$ cat src/hw/rtl/bmp_pixel_stream_blit_core_macros.svh
// Assertion macros shared by the pixel stream blit RTL.
`ifndef BMP_PIXEL_STREAM_BLIT_CORE_MACROS_SVH
`define BMP_PIXEL_STREAM_BLIT_CORE_MACROS_SVH

// Checked on every clock edge outside reset.
`define BMPBLIT_ASSERT(label, clk, rst_n, prop, msg) \
    label: assert property (@(posedge clk) disable iff (!rst_n) prop) else $error(msg);

// Checked on every clock edge, reset included.
`define BMPBLIT_ASSERT_ALWAYS(label, clk, prop, msg) \
    label: assert property (@(posedge clk) prop) else $error(msg);

`endif

$ cat src/hw/rtl/bmpblit_pkg.sv
// Types and constants shared by the pixel stream blit modules.
`default_nettype none
package bmpblit_pkg;

    localparam int DIM_W      = 14;
    localparam int CNT_W      = 12;
    localparam int ADDR_W     = 19;
    localparam int COLOR_W    = 32;
    localparam int GATHER_W   = 24;
    localparam int CFG_IDX_W  = 3;
    localparam int CFG_DATA_W = 14;

    localparam logic [CFG_IDX_W-1:0] CFG_IMAGE_WIDTH  = 3'd0;
    localparam logic [CFG_IDX_W-1:0] CFG_IMAGE_HEIGHT = 3'd1;
    localparam logic [CFG_IDX_W-1:0] CFG_DEPTH_IS_32  = 3'd2;
    localparam logic [CFG_IDX_W-1:0] CFG_ORIGIN_X     = 3'd3;
    localparam logic [CFG_IDX_W-1:0] CFG_ORIGIN_Y     = 3'd4;

    localparam logic [DIM_W-1:0] RST_IMAGE_WIDTH  = 14'd800;
    localparam logic [DIM_W-1:0] RST_IMAGE_HEIGHT = 14'd480;

    typedef struct packed {
        logic signed [DIM_W-1:0] image_width;
        logic signed [DIM_W-1:0] image_height;
        logic                    depth_is_32;
        logic signed [DIM_W-1:0] origin_x;
        logic signed [DIM_W-1:0] origin_y;
    } t_cfg;

    typedef struct packed {
        logic [ADDR_W-1:0]  pixel_address;
        logic [COLOR_W-1:0] pixel_color;
        logic               in_view;
        logic               last_pixel;
    } t_pixel;

endpackage
`default_nettype wire

$ cat src/hw/rtl/bmp_pixel_stream_blit_core.sv
// Top level of the BMP pixel stream blit: handshake registers around the walk.
// The block takes one pixel-array byte per beat and can accept a byte in every cycle
// while o_stall is low. A byte passes an input register, then the walk logic computes
// the pixel and stores it in the output register, from which the sink takes it. Bytes
// that only gather color or skip row padding give no result. The output register and
// the input register form a two-entry pipeline, so one byte is still taken while a
// finished result waits for the sink. Configuration is written through a plain write
// port; the user must write it only while the block is idle, which the block itself
// does not enforce. No clearing pass follows reset.
`default_nettype none
`include "bmp_pixel_stream_blit_core_macros.svh"
module bmp_pixel_stream_blit_core #(
    parameter int SCREEN_WIDTH  = 800,
    parameter int SCREEN_HEIGHT = 480,
    parameter int MAX_IMAGE_DIM = 4096
) (
    input  wire logic                                i_clk,
    input  wire logic                                i_rst_n,
    input  wire logic                                i_cfg_we,
    input  wire logic [bmpblit_pkg::CFG_IDX_W-1:0]   i_cfg_index,
    input  wire logic [bmpblit_pkg::CFG_DATA_W-1:0]  i_cfg_data,
    input  wire logic                                i_valid,
    output logic                                     o_stall,
    input  wire logic [7:0]                          i_pixel_byte,
    input  wire logic                                i_frame_start,
    output logic                                     o_valid,
    input  wire logic                                i_stall,
    output logic [bmpblit_pkg::ADDR_W-1:0]           o_pixel_address,
    output logic [bmpblit_pkg::COLOR_W-1:0]          o_pixel_color,
    output logic                                     o_in_view,
    output logic                                     o_last_pixel
);

    localparam logic [24:0] AREA = 25'(SCREEN_WIDTH * SCREEN_HEIGHT);

    bmpblit_pkg::t_cfg   cfg;
    bmpblit_pkg::t_pixel res, r_out;
    logic                res_valid;

    logic       r_in_valid, r_out_valid;
    logic [7:0] r_in_byte;
    logic       r_in_fs;
    logic       out_free, proc, in_free;

    bmpblit_cfg u_cfg (
        .i_clk       (i_clk),
        .i_rst_n     (i_rst_n),
        .i_cfg_we    (i_cfg_we),
        .i_cfg_index (i_cfg_index),
        .i_cfg_data  (i_cfg_data),
        .o_cfg       (cfg)
    );

    bmpblit_walk #(
        .SCREEN_WIDTH  (SCREEN_WIDTH),
        .SCREEN_HEIGHT (SCREEN_HEIGHT),
        .MAX_IMAGE_DIM (MAX_IMAGE_DIM)
    ) u_walk (
        .i_clk         (i_clk),
        .i_rst_n       (i_rst_n),
        .i_step        (proc),
        .i_pixel_byte  (r_in_byte),
        .i_frame_start (r_in_fs),
        .i_cfg         (cfg),
        .o_res_valid   (res_valid),
        .o_res         (res)
    );

    // A byte that gives no result may move on even while the output is held.
    assign out_free = !r_out_valid || !i_stall;
    assign proc     = r_in_valid && (out_free || !res_valid);
    assign in_free  = !r_in_valid || proc;
    assign o_stall  = !in_free;

    always_ff @(posedge i_clk) begin
        if (!i_rst_n) begin
            r_in_valid <= 1'b0;
        end else if (in_free) begin
            r_in_valid <= i_valid;
        end
    end

    always_ff @(posedge i_clk) begin
        if (in_free && i_valid) begin
            r_in_byte <= i_pixel_byte;
            r_in_fs   <= i_frame_start;
        end
    end

    always_ff @(posedge i_clk) begin
        if (!i_rst_n) begin
            r_out_valid <= 1'b0;
        end else if (out_free) begin
            r_out_valid <= proc && res_valid;
        end
    end

    always_ff @(posedge i_clk) begin
        if (out_free && proc && res_valid) begin
            r_out <= res;
        end
    end

    assign o_valid         = r_out_valid;
    assign o_pixel_address = r_out.pixel_address;
    assign o_pixel_color   = r_out.pixel_color;
    assign o_in_view       = r_out.in_view;
    assign o_last_pixel    = r_out.last_pixel;

    `BMPBLIT_ASSERT(a_stall_needs_byte, i_clk, i_rst_n, o_stall |-> r_in_valid, "input stalled with an empty input register")
    `BMPBLIT_ASSERT(a_clip_address, i_clk, i_rst_n, o_valid && !o_in_view |-> o_pixel_address == '0, "clipped pixel carries an address")
    `BMPBLIT_ASSERT(a_view_in_range, i_clk, i_rst_n, o_valid && o_in_view |-> 25'(o_pixel_address) < AREA, "visible pixel address beyond the framebuffer")
    `BMPBLIT_ASSERT_ALWAYS(a_reset_quiet, i_clk, !i_rst_n |=> !o_valid && !o_stall, "handshake active after reset")

endmodule
`default_nettype wire

$ cat src/hw/rtl/bmpblit_cfg.sv
// Configuration register file of the pixel stream blit.
`default_nettype none
module bmpblit_cfg (
    input  wire logic                                i_clk,
    input  wire logic                                i_rst_n,
    input  wire logic                                i_cfg_we,
    input  wire logic [bmpblit_pkg::CFG_IDX_W-1:0]   i_cfg_index,
    input  wire logic [bmpblit_pkg::CFG_DATA_W-1:0]  i_cfg_data,
    output bmpblit_pkg::t_cfg                        o_cfg
);

    bmpblit_pkg::t_cfg r_cfg;

    always_ff @(posedge i_clk) begin
        if (!i_rst_n) begin
            r_cfg.image_width  <= bmpblit_pkg::RST_IMAGE_WIDTH;
            r_cfg.image_height <= bmpblit_pkg::RST_IMAGE_HEIGHT;
            r_cfg.depth_is_32  <= 1'b0;
            r_cfg.origin_x     <= '0;
            r_cfg.origin_y     <= '0;
        end else if (i_cfg_we) begin
            case (i_cfg_index)
                bmpblit_pkg::CFG_IMAGE_WIDTH:  r_cfg.image_width  <= i_cfg_data;
                bmpblit_pkg::CFG_IMAGE_HEIGHT: r_cfg.image_height <= i_cfg_data;
                bmpblit_pkg::CFG_DEPTH_IS_32:  r_cfg.depth_is_32  <= i_cfg_data[0];
                bmpblit_pkg::CFG_ORIGIN_X:     r_cfg.origin_x     <= i_cfg_data;
                bmpblit_pkg::CFG_ORIGIN_Y:     r_cfg.origin_y     <= i_cfg_data;
                default: begin
                end
            endcase
        end
    end

    assign o_cfg = r_cfg;

endmodule
`default_nettype wire

$ cat src/hw/rtl/bmpblit_walk.sv
// Byte assembly, row and column walk, screen mapping and clipping of one byte.
`default_nettype none
`include "bmp_pixel_stream_blit_core_macros.svh"
module bmpblit_walk #(
    parameter int SCREEN_WIDTH  = 800,
    parameter int SCREEN_HEIGHT = 480,
    parameter int MAX_IMAGE_DIM = 4096
) (
    input  wire logic              i_clk,
    input  wire logic              i_rst_n,
    input  wire logic              i_step,
    input  wire logic [7:0]        i_pixel_byte,
    input  wire logic              i_frame_start,
    input  wire bmpblit_pkg::t_cfg i_cfg,
    output logic                   o_res_valid,
    output bmpblit_pkg::t_pixel    o_res
);

    localparam int CW = bmpblit_pkg::CNT_W;
    localparam int DW = bmpblit_pkg::DIM_W;
    localparam logic [DW-2:0] MAX_DIM = (DW-1)'(MAX_IMAGE_DIM);
    localparam logic signed [15:0] SW16 = 16'(SCREEN_WIDTH);
    localparam logic signed [15:0] SH16 = 16'(SCREEN_HEIGHT);
    localparam logic [24:0] SW25 = 25'(SCREEN_WIDTH);

    logic [bmpblit_pkg::GATHER_W-1:0] r_gather, n_gather, e_gather;
    logic [1:0]    r_phase, n_phase, e_phase;
    logic [CW-1:0] r_col, n_col, e_col;
    logic [CW-1:0] r_row, n_row, e_row;
    logic [1:0]    r_pad, n_pad, e_pad;
    logic          r_done, n_done, e_done;

    logic [DW-1:0]   absw_raw, absh_raw;
    logic [DW-2:0]   absw, absh;
    logic            dim_zero, w_pos, h_pos, phase_open, col_end, row_end;
    logic signed [15:0] ox16, oy16, col16, row16, absw16, absh16, sx, sy;
    logic            view;
    logic [24:0]     addr_full;
    logic [31:0]     color;

    always_comb begin
        // A frame start clears the walk before its own byte is taken.
        e_gather = i_frame_start ? '0 : r_gather;
        e_phase  = i_frame_start ? '0 : r_phase;
        e_col    = i_frame_start ? '0 : r_col;
        e_row    = i_frame_start ? '0 : r_row;
        e_pad    = i_frame_start ? '0 : r_pad;
        e_done   = i_frame_start ? 1'b0 : r_done;

        absw_raw = i_cfg.image_width[DW-1] ? (~i_cfg.image_width + 1'b1) : i_cfg.image_width;
        absh_raw = i_cfg.image_height[DW-1] ? (~i_cfg.image_height + 1'b1)
                                            : i_cfg.image_height;
        absw = (absw_raw > {1'b0, MAX_DIM}) ? MAX_DIM : absw_raw[DW-2:0];
        absh = (absh_raw > {1'b0, MAX_DIM}) ? MAX_DIM : absh_raw[DW-2:0];
        dim_zero = (absw == '0) || (absh == '0);
        w_pos = !i_cfg.image_width[DW-1];
        h_pos = !i_cfg.image_height[DW-1];

        phase_open = i_cfg.depth_is_32 ? (e_phase < 2'd3) : (e_phase < 2'd2);
        col_end = {1'b0, e_col} >= (absw - 1'b1);
        row_end = {1'b0, e_row} >= (absh - 1'b1);

        color = i_cfg.depth_is_32 ? {i_pixel_byte, e_gather}
                                  : {8'h00, i_pixel_byte, e_gather[15:0]};

        ox16   = {{2{i_cfg.origin_x[DW-1]}}, i_cfg.origin_x};
        oy16   = {{2{i_cfg.origin_y[DW-1]}}, i_cfg.origin_y};
        col16  = $signed({4'b0, e_col});
        row16  = $signed({4'b0, e_row});
        absw16 = $signed({3'b0, absw});
        absh16 = $signed({3'b0, absh});
        sx = w_pos ? (ox16 + col16) : (absw16 + ox16 - 16'sd1 - col16);
        sy = h_pos ? (oy16 + absh16 - 16'sd1 - row16) : (oy16 + row16);
        view = (sx >= 16'sd0) && (sx < SW16) && (sy >= 16'sd0) && (sy < SH16);
        addr_full = 25'(sy[11:0]) * SW25 + 25'(sx[11:0]);

        n_gather = e_gather;
        n_phase  = e_phase;
        n_col    = e_col;
        n_row    = e_row;
        n_pad    = e_pad;
        n_done   = e_done;
        o_res_valid = 1'b0;

        if (e_done || dim_zero) begin
            // Nothing to do beyond the frame start clear.
        end else if (e_pad != 2'd0) begin
            n_pad = e_pad - 2'd1;
        end else if (phase_open) begin
            case (e_phase)
                2'd0:    n_gather[7:0]   = i_pixel_byte;
                2'd1:    n_gather[15:8]  = i_pixel_byte;
                2'd2:    n_gather[23:16] = i_pixel_byte;
                default: begin
                end
            endcase
            n_phase = e_phase + 2'd1;
        end else begin
            o_res_valid = 1'b1;
            n_gather = '0;
            n_phase  = '0;
            if (col_end) begin
                n_col = '0;
                // Three-byte pixels leave width mod 4 padding bytes per row.
                n_pad = i_cfg.depth_is_32 ? 2'd0 : absw[1:0];
                if (row_end) begin
                    n_done = 1'b1;
                end else begin
                    n_row = e_row + 1'b1;
                end
            end else begin
                n_col = e_col + 1'b1;
            end
        end

        o_res.pixel_address = view ? addr_full[bmpblit_pkg::ADDR_W-1:0] : '0;
        o_res.pixel_color   = color;
        o_res.in_view       = view;
        o_res.last_pixel    = col_end && row_end;
    end

    always_ff @(posedge i_clk) begin
        if (!i_rst_n) begin
            r_gather <= '0;
            r_phase  <= '0;
            r_col    <= '0;
            r_row    <= '0;
            r_pad    <= '0;
            r_done   <= 1'b0;
        end else if (i_step) begin
            r_gather <= n_gather;
            r_phase  <= n_phase;
            r_col    <= n_col;
            r_row    <= n_row;
            r_pad    <= n_pad;
            r_done   <= n_done;
        end
    end

    `BMPBLIT_ASSERT(a_last_ends_image, i_clk, i_rst_n, i_step && o_res_valid && o_res.last_pixel |=> r_done, "last pixel did not close the image")

endmodule
`default_nettype wire
$ cat config.mk
export PLATFORM = sky130hd
export DESIGN_NAME = bmp_pixel_stream_blit_core
export DESIGN_NICKNAME = d
export VERILOG_FILES = /design/src/hw/rtl/bmpblit_pkg.sv /design/src/hw/rtl/bmp_pixel_stream_blit_core.sv /design/src/hw/rtl/bmpblit_cfg.sv /design/src/hw/rtl/bmpblit_walk.sv
export VERILOG_INCLUDE_DIRS = /design/src /design/src/hw/rtl
export SDC_FILE = /design/constraint.sdc
export NUM_CORES = 1
export LEC_CHECK = 0
export ABC_AREA = 1
export BUFFER_PORTS_ARGS = -buffer_cell sky130_fd_sc_hd__clkbuf_2
export CORE_MARGIN = 1.5
export CORE_UTILIZATION = 30
export CTS_CLUSTER_DIAMETER = 100
export CTS_CLUSTER_SIZE = 12
export DETAILED_ROUTE_END_ITERATION = 6
export PLACE_DENSITY = 0.51
export SETUP_SLACK_MARGIN = 0.05
export SLEW_MARGIN = 20
export SYNTH_ARGS = -nofsm -noshare
export SYNTH_HDL_FRONTEND = slang
export SYNTH_HIERARCHICAL = 1
export SYNTH_SLANG_ARGS = --single-unit
$ cat constraint.sdc
create_clock -name i_clk -period 8.1 [get_ports i_clk]
set_input_delay 1.62 -clock i_clk [delete_from_list [all_inputs] [get_ports i_clk]]
set_output_delay 1.62 -clock i_clk [all_outputs]
set_load 0.01 [all_outputs]
==> results of run 1 <==
## cell usage after synthesis (8+ instances only)
cell	count
o21ai_0	105
nand2_1	512
nor3_1	18
inv_1	368
ha_1	150
nand3_1	161
dfxtp_1	112
buf_6	9
nand2_2	8
a21oi_1	138
inv_2	19
o21ai_1	18
o211ai_1	9
xor2_1	43
nor2_2	9
buf_2	17
buf_4	12
clkbuf_1	25
edfxtp_1	62
fa_1	35
nand4_1	28
nor2_1	270
xnor2_1	18
or2_2	8
## per-stage QoR
| stage | utilization, % | instance area [um^2] |
|---|---|---|
| after CTS | 33.77 | 17010 |
| after floorplan | - | 15390 |
| after detailed placement | 32.54 | 16390 |
| final | 33.89 | 17070 |
| after global routing | 33.89 | 17070 |
| after global placement | 32.54 | 16390 |
## flip-flops by register name, summed over array words and instances (netlist names), 2 cells and up
signal,flops
o_pixel_address,19
o_pixel_color,32
r_in_byte,8
u_cfg/o_cfg,57
u_walk/r_col,12
u_walk/r_gather,24
u_walk/r_pad,2
u_walk/r_phase,2
u_walk/r_row,12
## final cells by class
cell class | instances | area (um^2) | area share, %
Inverter | 391 | 1474 | 8.634
Clock inverter | 15 | 192.7 | 1.129
Multi-Input combinational cell | 1617 | 9467 | 55.45
Tap cell | 672 | 840.8 | 4.925
Timing Repair Buffer | 104 | 568.0 | 3.327
Sequential cell | 174 | 4104 | 24.04
Clock buffer | 17 | 425.4 | 2.492
## layer usage
metal / GRT usage [%] / vias up / part of all wire [%]
li1: - / 7268 / -
met1: 23.46 / 6686 / 49
met2: 27.99 / 339 / 45
met3: 2.191 / 46 / 3.9
met4: 5.181 / 0 / 2.2
met5: 0 / - / 0
## kinds of logic after synthesis
kind of cell,synth area share (%)
XOR/XNOR,3.472
AO/OA/AOI/OAI,11.46
AND/OR/NAND/NOR,29.61
buffers and inverters,12.03
flip-flops,26.67
adder cells (fa/ha/maj),16.75
## final timing paths
path	to	from	cells after the start	slack, ps
max	o_pixel_address[18]	u_cfg/o_cfg[29]	39	720
min	u_walk/r_gather[18]	u_walk/r_gather[18]	2	470
max reg2reg	o_pixel_address[18]	u_cfg/o_cfg[29]	39	720
min reg2reg	u_walk/r_gather[18]	u_walk/r_gather[18]	2	470
## repair_timing
action,4_1_cts,5_1_grt
resized for setup,0,9
endpoints found under the setup margin,0,1
setup buffers,0,3
hold endpoints to repair,0,0
## where the power goes
| group | switching (mW) | total, mW | internal [mW] |
|---|---|---|---|
| clock | 0.418 | 0.865 | 0.446 |
| sequential | 0.0291 | 0.957 | 0.927 |
| combinational | 1.20 | 1.96 | 0.759 |
## worst max-delay path, delay by kind of cell (launching register included)
family | cells | cell delay (ps)
xor gates and xnor gates | 4 | 670
AOI/OAI and AO/OA | 3 | 530
and+or+nand+nor | 17 | 2180
adders and majority gates | 9 | 2810
buffers and inverters | 6 | 620
DFF | 1 | 330
==> results.toml, run 1 <==
[timing]
fin_crit_sh_pct = 91.15
rsz0062_at_grt = "no"
hold_ws_ps = 466.3
max_freq_mhz = 135.4
clock_skew_ps = 21.09
layout_setup_ws_ps = 717.0
tightest_slew_ps = 1008
final_max_slew_viol_count = 0
min_period_ps = 7383
setup_viol = 0
maxSlewHeadroom_pct = 32.72
hold_viol_final = 0
tns_ps = 0

[clock_tree]
cts-htree-levels = 4
cts_tree = "built"
clk_pin_slew_ps = 80
clk_latency_ps = 460
cts_sinks = 174
cts_root_buf = "clkbuf_16"
cts_hold_buf = 0
numCtsBuffers = 17
clockBufferDepth = 2

[floorplan]
die_w_um = 229.5
io_pins = 86
die_area_um2 = 52660
rows = 82
initial_core_util_pct = 30.55
die_h_um = 229.5
core_region_area_um2 = 50380

[logic_synthesis]
synth_area_leader_cell = "dfxtp_1"
synth_seq_cells = 174
synth.distinct_cells = 59
syn_avg_cell_area_um2 = 6.845
synth_warnings = 6
ys_seq_area_share_pct = 26.67
syn_inst = 2248
yosys_most_used_dff = "dfxtp_1"
synth_top_cell_area_share_pct = 14.57
synth_edf_count = 62
syn_nets = 2464
synth_area_um2 = 15390
synth.area.top_cells = "dfxtp_1, nand2_1, ha_1"
async_flop_share_pct = 0

[final_layout]
final_cells = 2990
layout_common_cells = "nand2_1, inv_1, nor2_1"
syn_to_final_growth_pct = 10.94
n_antenna_cell = 0
fin_nets = 2521
drive_above_1_share_pct = 9.232
fill_cells = 5464
final_common_cell = "nand2_1"

[worst_setup_path]
cp_data_arrival_time_ps = 7570
path_max_fanout = 7
crit_top_cell = "ha_1"
cp-start-kind = "register"
cpPeakStageDelay_ps = 460
cp-end-kind = "register"
cp_slowest_cell = "fa_1"
path_class = "reg -> reg"
worstPathRequired_ps = 8290

[grt]
grt_usage_pct = 17.15
grt_pass1_wl_mm = 72.05
grt_overflow = 0
grt_max_degree = 68
first_global_vias = 13620
antenna_found_initial = 0

[drt]
drtPass1Iterations = 6
antenna_left = 0
wirelength_mm = 44.64
wl_per_cell_um = 14.93
drt_iter0_markers = 966
drc = 0
vias = 14340
viasPerCell = 4.796

[min_path]
hold_path_class = "reg -> reg"

[power_and_ir_drop]
p_total_mw = 3.781
p_leak_nw = 8.241
p_per_area_nw_per_um2 = 221.5
ir_drop_uv = 241.4

[placed_design]
post-place-ws_ps = 417.6
io_buffer_count = 85
gp_congestion = 0.8835
dp.cells = 2955
place_hpwl_mm = 35.22

[run_status]
status = "completed"

[run]
drv_cap = 0
Power figures use the tool's default switching activity.
==> inputs of run 2 (changes only) <==
Clock period 8.1 ns to 8.52 ns, I/O delays scaled along.
==> run 2 against run 1 <==
  * Final area decreased by 0.36%
  * Fmax shrank 3.4%
  * Global-route usage is 0.13 points higher
  * Sequential share of layout area rose by 0.087 points
  * Non-clock buffer count fell by 3
  * Setup slack improved by 160 ps
  * First-iteration DRC count rose by 13%
  * Die area unchanged
  * Highest routed layer unchanged
==> results.toml, run 2 (synthesis results as in run 1) <==
[run_status]
status = "completed"

[drt]
wirelength_mm = 45.12
met1Wirelength_mm = 22.11
viasPerCell = 4.763
wl_per_cell_um = 15.10
drc = 0
drt_iter0_markers = 1093
vias = 14230
wl_met2_mm = 20.08
top_layer = "met4"
antenna_left = 0
routed-wl-met3_mm = 1.813
drtPass1Iterations = 5

[floorplan]
initial_core_util_pct = 30.55
io_pins = 86
die_w_um = 229.5
die_area_um2 = 52660
rows = 82
die_h_um = 229.5
core_region_area_um2 = 50380

[power_and_ir_drop]
clkPwrFrac_pct = 23.3
p_comb_share_pct = 50.8
switching_power_mw = 1.486
ir_drop_uv = 202.2
seqPwrFrac_pct = 25.9
cell_internal_pwr_mw = 2.018
p_sw_share_pct = 42.42
p_per_area_nw_per_um2 = 206.0
p_leak_nw = 8.214

[timing]
rsz0062_at_grt = "no"
clock_skew_ps = 27.45
maxSlewHeadroom_pct = 34.11
fin_crit_sh_pct = 89.68
tns_ps = 0
max_freq_mhz = 130.9
min_period_ps = 7641
tightest_slew_ps = 987.4
hold_viol_final = 0
setup_viol = 0
hold_ws_ps = 467.7
final_max_slew_viol_count = 0

[clock_tree]
cts-htree-levels = 4
numCtsBuffers = 17
post-cts-setup-buffers = 0
post_cts_resize_count = 0
clockBufferDepth = 2
cts_tree = "built"
cts_root_buf = "clkbuf_16"
clk_latency_ps = 460
clk_pin_slew_ps = 80
cts_sinks = 174
cts_hold_buf = 0

[run]
drv_cap = 0

[grt]
grt_overflow = 0
grt_usage_pct = 17.28
grt_max_degree = 68
antenna_found_initial = 0
grt_pass1_wl_mm = 72.46
first_global_vias = 13580

[worst_setup_path]
cp-end-kind = "register"
r2r_slack_ps = 880
reg2reg_from = "u_cfg/o_cfg[29]"
worstRegToRegCells = 40
cp_slowest_cell = "fa_1"
worstPathRequired_ps = 8710
path_max_fanout = 9
cpPeakStageDelay_ps = 470
path_buf_inv = 7
cpLargestDelayFamily = "adder cells"
cp_data_arrival_time_ps = 7830
r2r-end = "o_pixel_address[18]"
path_class = "reg -> reg"
cp-start-kind = "register"
crit_top_cell = "ha_1"

[min_path]
min_to = "u_walk/r_phase[1]"
min-delay-start = "u_walk/r_phase[1]"
min_path_cells = 2
hold_path_class = "reg -> reg"

[placed_design]
place_hpwl_mm = 35.48
io_buffer_count = 85
gp_congestion = 0.9077

[final_layout]
final_common_cell = "nand2_1"
n_antenna_cell = 0
fill_cells = 5419
drive_above_1_share_pct = 8.855
layout_common_cells = "nand2_1, inv_1, nor2_1"
syn_to_final_growth_pct = 10.54
fin_nets = 2518
largest_reg_flops = 57
[run 2: worst max path at each step]
stage | cells after the start | slack [ps] | to | start
5_1_grt | 38 | 170 | o_pixel_address[18] | u_cfg/o_cfg[29]
4_1_cts | 40 | 860 | o_pixel_address[18] | u_cfg/o_cfg[29]
2_1_floorplan | 39 | 1760 | o_pixel_address[18] | u_cfg/o_cfg[29]
6_report | 40 | 880 | o_pixel_address[18] | u_cfg/o_cfg[29]
3_5_place_dp | 40 | 890 | o_pixel_address[18] | u_cfg/o_cfg[29]
3_3_place_gp | 41 | 980 | o_pixel_address[18] | u_cfg/o_cfg[29]
[run 2: per-stage QoR]
stage                     setup WS (ps)  std cells  util [%]  power, mW  cell area, um^2
after global routing              168.7       2987     33.77      3.827            17010
after floorplan                    1755       2248         -      2.367            15390
after detailed placement          891.6       2955     32.54      2.712            16390
final                             879.0       2987     33.77      3.504            17010
after CTS                         858.8       2987     33.77      3.547            17010
after global placement            983.8       2955     32.54      2.700            16390
[run 2: layout make-up]
cell class / instances / area [um^2] / share of cell area, %
Clock buffer: 17 / 425.4 / 2.501
Sequential cell: 174 / 4104 / 24.13
Inverter: 391 / 1470 / 8.643
Timing Repair Buffer: 101 / 545.5 / 3.207
Multi-Input combinational cell: 1617 / 9433 / 55.45
Clock inverter: 15 / 191.4 / 1.125
Tap cell: 672 / 840.8 / 4.943
[run 2: power by group through the flow]
stage | clock network [mW] | registers (mW) | logic [mW]
CTS | 0.838 | 0.908 | 1.80
floorplan | 0 | 0.916 | 1.45
global route | 0.864 | 0.912 | 2.05
global placement | 0 | 0.927 | 1.77
finish | 0.816 | 0.908 | 1.78
detailed placement | 0 | 0.928 | 1.78
[run 2: per-layer routing]
metal / track usage [%] / vias up
li1: - / 7273
met1: 24.01 / 6604
met2: 27.65 / 304
met3: 2.353 / 45
met4: 5.222 / 0
met5: 0 / -
[run 2: worst min-delay path, cell delays in order, from the launching register on]
cell	delay, ps
dfxtp_1	310
nand2_1	60
a21oi_1	60
